### src/goc_pkg.sv
`timescale 1ns / 1ps

package goc_pkg;

   // Width of the reversal countdown and of the configuration register
   localparam int COUNT_WIDTH = 10;
   localparam int CFG_WIDTH   = 10;

   // Value of the reversal length register after reset
   localparam logic [CFG_WIDTH-1:0] REVERSE_TICKS_RESET = CFG_WIDTH'(17);

   // Number of sampled pins and the place of each pin in a sample
   localparam int PIN_COUNT  = 8;
   localparam int PIN_DOPEN  = 0;
   localparam int PIN_DCLOSE = 1;
   localparam int PIN_SOPEN  = 2;
   localparam int PIN_SCLOSE = 3;
   localparam int PIN_OLIM   = 4;
   localparam int PIN_CLIM   = 5;
   localparam int PIN_OBST   = 6;
   localparam int PIN_HOLD   = 7;

   // Width of a packed result item
   localparam int RSP_WIDTH = 8;

   typedef enum logic [2:0] {
      GATE_CLOSED    = 3'd0,
      GATE_OPEN      = 3'd1,
      GATE_OPENING   = 3'd2,
      GATE_CLOSING   = 3'd3,
      GATE_STOPPED   = 3'd4,
      GATE_REVERSING = 3'd5
   } gate_state_type;

   // State carried from one sample to the next
   typedef struct packed {
      logic [PIN_COUNT-1:0]   prev_pins;
      gate_state_type         gate;
      logic                   security;
      logic [COUNT_WIDTH-1:0] countdown;
   } goc_state_type;

   // Fields of one result item
   typedef struct packed {
      logic           reversal_started;
      logic           driver_refused;
      logic           security_owned;
      logic           red_led;
      logic           green_led;
      gate_state_type gate_state;
   } goc_result_type;

endpackage

### src/goc_step.sv
`timescale 1ns / 1ps

module goc_step (
   input  logic [goc_pkg::PIN_COUNT-1:0] pins,
   input  logic [goc_pkg::CFG_WIDTH-1:0] reverse_ticks,
   input  goc_pkg::goc_state_type        cur_state,
   output goc_pkg::goc_state_type        next_state,
   output goc_pkg::goc_result_type       result
);
   import goc_pkg::*;

   // Common width for comparing the register against the countdown range
   localparam int LOAD_WIDTH = (COUNT_WIDTH > CFG_WIDTH) ? COUNT_WIDTH : CFG_WIDTH;
   localparam logic [LOAD_WIDTH-1:0] COUNT_MAX = LOAD_WIDTH'((1 << COUNT_WIDTH) - 1);

   typedef struct packed {
      gate_state_type gate;
      logic           security;
   } motion_type;

   // Open command: a repeat press stops the gate unless hold-to-run is active
   function automatic motion_type open_cmd(motion_type cur, logic by_sec, logic hold);
      motion_type nxt;
      nxt = cur;
      case (cur.gate)
         GATE_OPENING: begin
            if (!hold) begin
               nxt.gate     = GATE_STOPPED;
               nxt.security = 1'b0;
            end
         end
         GATE_CLOSING: begin
            nxt.gate = GATE_OPENING;
            if (by_sec) nxt.security = 1'b1;
         end
         GATE_CLOSED, GATE_STOPPED: begin
            nxt.gate     = GATE_OPENING;
            nxt.security = by_sec;
         end
         default: begin
            nxt = cur;
         end
      endcase
      return nxt;
   endfunction

   // Close command, the mirror image of the open command
   function automatic motion_type close_cmd(motion_type cur, logic by_sec, logic hold);
      motion_type nxt;
      nxt = cur;
      case (cur.gate)
         GATE_CLOSING: begin
            if (!hold) begin
               nxt.gate     = GATE_STOPPED;
               nxt.security = 1'b0;
            end
         end
         GATE_OPENING: begin
            nxt.gate = GATE_CLOSING;
            if (by_sec) nxt.security = 1'b1;
         end
         GATE_OPEN, GATE_STOPPED: begin
            nxt.gate     = GATE_CLOSING;
            nxt.security = by_sec;
         end
         default: begin
            nxt = cur;
         end
      endcase
      return nxt;
   endfunction

   logic [PIN_COUNT-1:0]   rise;
   logic [PIN_COUNT-1:0]   fall;
   logic                   hold;
   logic                   sec_level;
   logic [LOAD_WIDTH-1:0]  load;
   motion_type             mot;
   logic [COUNT_WIDTH-1:0] cnt;
   logic                   refused;
   logic                   rev_start;

   assign rise      = pins & ~cur_state.prev_pins;
   assign fall      = ~pins & cur_state.prev_pins;
   assign hold      = pins[PIN_HOLD];
   assign sec_level = pins[PIN_SOPEN] | pins[PIN_SCLOSE];

   // Reversal length: zero acts as one, and it saturates at the countdown range
   always_comb begin
      load = LOAD_WIDTH'(reverse_ticks);
      if (load == '0) load = LOAD_WIDTH'(1);
      if (load > COUNT_MAX) load = COUNT_MAX;
   end

   // One tick in fixed order: countdown, obstacle, limits, the buttons, then the hold release
   always_comb begin
      mot.gate     = cur_state.gate;
      mot.security = cur_state.security;
      cnt          = cur_state.countdown;
      refused      = 1'b0;
      rev_start    = 1'b0;

      if (cnt != '0) begin
         cnt = cnt - COUNT_WIDTH'(1);
         if (cnt == '0) begin
            mot.gate     = GATE_STOPPED;
            mot.security = 1'b0;
         end
      end

      if (rise[PIN_OBST] && mot.gate == GATE_CLOSING && cnt == '0) begin
         mot.gate  = GATE_REVERSING;
         cnt       = load[COUNT_WIDTH-1:0];
         rev_start = 1'b1;
      end

      if (rise[PIN_OLIM] && (mot.gate == GATE_OPENING || mot.gate == GATE_REVERSING)) begin
         mot.gate     = GATE_OPEN;
         mot.security = 1'b0;
         cnt          = '0;
      end

      if (rise[PIN_CLIM] && mot.gate == GATE_CLOSING) begin
         mot.gate     = GATE_CLOSED;
         mot.security = 1'b0;
      end

      // Driver presses are refused while security holds or owns the gate
      if (rise[PIN_DOPEN]) begin
         if (sec_level || mot.security) refused = 1'b1;
         else mot = open_cmd(mot, 1'b0, hold);
      end
      if (rise[PIN_DCLOSE]) begin
         if (sec_level || mot.security) refused = 1'b1;
         else mot = close_cmd(mot, 1'b0, hold);
      end
      if (rise[PIN_SOPEN]) mot = open_cmd(mot, 1'b1, hold);
      if (rise[PIN_SCLOSE]) mot = close_cmd(mot, 1'b1, hold);

      // Releasing the hold switch stops a moving gate
      if (fall[PIN_HOLD]) begin
         if (mot.gate == GATE_OPENING || mot.gate == GATE_CLOSING) begin
            mot.gate     = GATE_STOPPED;
            mot.security = 1'b0;
         end
      end
   end

   assign next_state.prev_pins = pins;
   assign next_state.gate      = mot.gate;
   assign next_state.security  = mot.security;
   assign next_state.countdown = cnt;

   assign result.gate_state       = mot.gate;
   assign result.green_led        = (mot.gate == GATE_OPENING) || (mot.gate == GATE_REVERSING);
   assign result.red_led          = (mot.gate == GATE_CLOSING);
   assign result.security_owned   = mot.security;
   assign result.driver_refused   = refused;
   assign result.reversal_started = rev_start;

endmodule

### src/gate_opener_controller.sv
`timescale 1ns / 1ps

// A pin sample accepted into the sample register goes through the combinational step logic
// into the result register, which drives rsp_tdata; a result waiting on rsp_tready holds it.
// Throughput: one sample per cycle while rsp_tready is high, limited by the sample register.
// The sample register takes a new sample while an earlier result still waits, if it is empty.
// Synchronous active-high reset: gate closed, countdown idle, pin history zero,
// reversal length 17 ticks; both channels come out of reset empty.
module gate_opener_controller (
   input  logic                           clock,
   input  logic                           reset,
   // req_tdata, from bit 0: driver_open, driver_close, security_open, security_close,
   // open_limit, closed_limit, obstacle, manual_hold
   input  logic                           req_tvalid,
   output logic                           req_tready,
   input  logic [goc_pkg::PIN_COUNT-1:0]  req_tdata,
   // rsp_tdata, from bit 0: gate_state[2:0], green_led, red_led, security_owned,
   // driver_refused, reversal_started
   output logic                           rsp_tvalid,
   input  logic                           rsp_tready,
   output logic [goc_pkg::RSP_WIDTH-1:0]  rsp_tdata,
   // csr_tdata: reverse_ticks
   input  logic                           csr_tvalid,
   output logic                           csr_tready,
   input  logic [goc_pkg::CFG_WIDTH-1:0]  csr_tdata
);
   import goc_pkg::*;

   logic                 smp_valid_ff;
   logic                 smp_valid_in;
   logic [PIN_COUNT-1:0] smp_pins_ff;
   logic                 rsp_valid_ff;
   logic                 rsp_valid_in;
   goc_result_type       rsp_data_ff;
   goc_state_type        state_ff;
   goc_state_type        state_in;
   goc_result_type       step_result;
   logic [CFG_WIDTH-1:0] ticks_ff;
   logic                 advance;

   // The sample moves on when the result register is empty or being emptied
   assign advance      = smp_valid_ff && (!rsp_valid_ff || rsp_tready);
   assign req_tready   = !smp_valid_ff || advance;
   assign smp_valid_in = (req_tvalid && req_tready) || (smp_valid_ff && !advance);
   assign rsp_valid_in = advance || (rsp_valid_ff && !rsp_tready);
   assign csr_tready   = 1'b1;

   goc_step u_step (
      .pins          (smp_pins_ff),
      .reverse_ticks (ticks_ff),
      .cur_state     (state_ff),
      .next_state    (state_in),
      .result        (step_result)
   );

   // Control registers and the gate state
   always_ff @(posedge clock) begin
      if (reset) begin
         smp_valid_ff <= 1'b0;
         rsp_valid_ff <= 1'b0;
         ticks_ff     <= REVERSE_TICKS_RESET;
         state_ff     <= '{prev_pins: '0, gate: GATE_CLOSED, security: 1'b0, countdown: '0};
      end else begin
         smp_valid_ff <= smp_valid_in;
         rsp_valid_ff <= rsp_valid_in;
         if (csr_tvalid && csr_tready) ticks_ff <= csr_tdata;
         if (advance) state_ff <= state_in;
      end
   end

   // Payload registers
   always_ff @(posedge clock) begin
      if (req_tvalid && req_tready) smp_pins_ff <= req_tdata;
      if (advance) rsp_data_ff <= step_result;
   end

   assign rsp_tvalid = rsp_valid_ff;
   assign rsp_tdata  = rsp_data_ff;

`ifndef SYNTHESIS
   // A running countdown and the reversing state always go together
   assert property (@(posedge clock) disable iff (reset)
      (state_ff.countdown != '0) == (state_ff.gate == GATE_REVERSING))
      else $error("countdown and reversing state disagree");

   // Security ownership only exists while the gate is in motion
   assert property (@(posedge clock) disable iff (reset)
      state_ff.security |-> (state_ff.gate == GATE_OPENING ||
                             state_ff.gate == GATE_CLOSING ||
                             state_ff.gate == GATE_REVERSING))
      else $error("security ownership held by a gate at rest");

   // The LEDs shown in a result never light together
   assert property (@(posedge clock) disable iff (reset)
      rsp_valid_ff |-> !(rsp_data_ff.green_led && rsp_data_ff.red_led))
      else $error("green and red LEDs both lit");

   // The state only changes when a sample is processed
   assert property (@(posedge clock) disable iff (reset)
      !advance |=> $stable(state_ff))
      else $error("gate state changed without a sample");
`endif

endmodule
### config.mk
export PLATFORM = sky130hd
export DESIGN_NAME = gate_opener_controller
export DESIGN_NICKNAME = d
export VERILOG_FILES = /design/src/goc_pkg.sv /design/src/goc_step.sv /design/src/gate_opener_controller.sv
export SDC_FILE = /design/constraint.sdc
export NUM_CORES = 1
export LEC_CHECK = 0
export BUFFER_PORTS_ARGS = -buffer_cell sky130_fd_sc_hd__buf_4
export CORE_MARGIN = 8
export CORE_UTILIZATION = 52
export CTS_CLUSTER_SIZE = 28
export DETAILED_ROUTE_END_ITERATION = 10
export PLACE_DENSITY_LB_ADDON = 0.1
export SLEW_MARGIN = 10
export SYNTH_ARGS = -nofsm -noshare
export SYNTH_HDL_FRONTEND = slang
export SYNTH_SLANG_ARGS = --single-unit
### constraint.sdc
create_clock -name clock -period 4.7 [get_ports clock]
set_input_delay 0.705 -clock clock [delete_from_list [all_inputs] [get_ports clock]]
set_output_delay 0.705 -clock clock [all_outputs]
set_load 0.005 [all_outputs]
==> out/qor.csv <==
metric,value,unit
ys_warn_count,0,
startpoint_type,flip-flop,
fin_crit_sh,0.9450,
cpLargestDelayFamily,simple AND/OR/NAND/NOR gates,
slew_viol_final,0,
critPathKind,flip-flop to flip-flop,
synth.most_common_cell,nor2_1,
fmax,225.2,MHz
setup_viol,0,
synth_compound_area_frac,0.2544,
fin_nets,426,
ant_nets,0,
cp.required,4870,ps
cts_tree,yes,
cts_root_buffer,clkbuf_8,
dieArea,8890,sq um
grt_max_degree,32,
period_minus_slack,4441,ps
final_hold_viol_count,0,
critPathBufInv,1,
ys_types,80,
vias,2819,
die_h,94.29,um
routed_via_density,5.922,
finalWirelength,7.736,mm
power_density,616.3,nW/um^2
wire_per_inst,16.25,um
cp_common_cell,a211o_1,
overflow,0,
finClkSkew,6.865,ps
synth_seq_area_share,0.3644,
clk_pin_slew,90,ps
synth_edf_count,16,
maxCapViolCount,0,
n_antenna_cell,0,
gp_congestion,0.9191,
area_growth,14.06,%
async_reset_ff_frac,0,
synth_area_leaders,"dfxtp_1, edfxtp_1, nor2_1",
yosys.area_share.simple,0.2733,
numPortBuffers,32,
grt_pass1_wl,12.84,mm
drc,0,
synth_top_cell_area_share,0.2136,
first_pass_iters,5,
crit_path_max_fanout,7,
place_hpwl,5.613,mm
die_w,94.29,um
critPathCaptureType,flip-flop,
syn_avg_cell_area,8.544,sq um
ir_drop,0.0004409,V
fin_util,0.6139,
htreeDepth,2,
synth.area.mux_share,0.03141,
synth_fp_nets,399,
hold_class,flip-flop to flip-flop,
drive_above_1_share,0.1995,
synth_xor_area_frac,0.01374,
cts-buffers-inserted,5,
cts_buffer_depth,2,
netlist_area,3187,sq um
grt_pass1_vias,2612,
p_leak,1.414,nW
drt_iter0_drc,290,
tightest_slew,685.1,ps
status,"complete, no violations",
insertion_delay,310,ps
core-area,5921,sq um
critPathSlowestCell,or4b_4,
slowest_delay,520,ps
final_cell_count_no_fill,476,
synth_top_family_by_area,simple AND/OR/NAND/NOR gates,
worst_hold_slack,457.0,ps
syn-instance-count,373,
place_ws,234.2,ps
start_util,0.5383,
yosysTopAreaCell,dfxtp_1,
postCtsHoldBufs,0,
ios,34,
synth_fa_ha_area_frac,0.01178,
dp.cells,466,
grtUsageTotal,0.1775,
arrival,4610,ps
placementRows,28,
fin_ws,258.7,ps
synth_common_cells,"nor2_1, nand2_1, dfxtp_1",
ys.flop_type,dfxtp_1,
antenna_found_initial,0,
worstPathCellList,"inv_1, ha_1, or4b_4, nor4_2, a31oi_1, or3_4, a211o_1, or2_4, a41o_1, a211o_1, a31oi_4, and4b_1, a211oi_2, or3_1, a21oi_2",
relSlewSlack,0.5428,
cts_sinks,50,
ys_ff_latch,50,
-- worst paths after layout --
path	start	to	slack (ps)	cells after the start
worst max-delay path	state_ff[1]$_SDFFE_PP0P_	rsp_tdata[3]$_DFFE_PP_	260	15
worst max register to register	state_ff[1]$_SDFFE_PP0P_	rsp_tdata[3]$_DFFE_PP_	260	15
worst min-delay path	state_ff[20]$_SDFFE_PP0P_	state_ff[20]$_SDFFE_PP0P_	460	2
worst min register to register	state_ff[20]$_SDFFE_PP0P_	state_ff[20]$_SDFFE_PP0P_	460	2
-- cells in the final DEF, fill, tap and decap left out, types with 3 or more instances in the layout --
master,n
edfxtp_1,16
a21oi_1,21
buf_4,45
mux2i_1,10
dfxtp_1,34
o21ai_1,5
and3_1,5
o21ai_0,13
nand2b_1,7
a21oi_2,3
or3_1,5
a211o_1,4
nor2b_1,8
nor4_1,5
ha_1,3
xnor2_1,5
clkbuf_8,6
nand2_1,42
nor2_1,45
nand3_1,7
o22ai_1,3
a31oi_1,5
a22oi_1,9
a21o_1,3
nor3_1,12
inv_1,10
a31o_2,3
-- worst register-to-register path: cells and delay by family, from the launching register on --
kind | cells | cell delay (ps)
AOI/OAI and AO/OA | 7 | 1450
buffers and inverters | 1 | 110
DFF | 1 | 330
adders and majority gates | 1 | 200
and+or+nand+nor | 6 | 2240
-- sequential cells by signal, summed over array words and instances (netlist names) --
register / cells
rsp_tvalid: 1
rsp_tdata: 8
ticks_ff: 10
smp_valid_ff: 1
smp_pins_ff: 8
state_ff: 22
-- per-layer routing --
metal,global-route usage,share of wire
met4,0.04359,0.0062
met5,0,0
met3,0.04396,0.083
met1,0.2528,0.47
met2,0.2584,0.44
-- metrics by stage --
| stage | power, mW | TNS [ps] | cell area (sq um) |
|---|---|---|---|
| floorplan | 1.615 | 0 | 3187 |
| global placement | 1.912 | 0 | 3482 |
| detailed placement | 1.916 | 0 | 3482 |
| CTS | 2.221 | 0 | 3593 |
| global route | 2.415 | -44.38 | 3635 |
| finish | 2.240 | 0 | 3635 |
-- area by class of cell --
cell class	instances	area, sq um
clock buffers	8	111.4
well taps	75	93.84
fillers	532	2286
multi-input cells	288	1893
repair buffers	45	337.8
flip-flops and latches	50	1161
inverters	10	37.54
-- where the power goes --
| part | internal [mW] | switching (mW) | total (mW) | leakage [nW] |
|---|---|---|---|---|
| sequential | 0.508 | 0.0836 | 0.592 | 0.433 |
| combinational | 0.601 | 0.747 | 1.35 | 0.925 |
| clock | 0.152 | 0.148 | 0.300 | 0.0566 |
| total | 1.26 | 0.979 | 2.24 | 1.41 |
-- cells by family (layout without fill, tap and decap cells) --
| kind of cell | Yosys count | count (layout) |
|---|---|---|
| muxes | 10 | 10 |
| buffers and inverters | 35 | 63 |
| DFF | 50 | 50 |
| xor gates and xnor gates | 5 | 5 |
| AOI/OAI and AO/OA | 104 | 104 |
| adders and majority gates | 3 | 3 |
| other | 1 | 1 |
| and+or+nand+nor | 165 | 165 |
-- repair_timing --
item	in CTS	in global routing
endpoints found under the setup margin	0	8
resized for setup	0	6
setup buffers	0	2
Note: power is estimated with default switching activity, not from simulation.
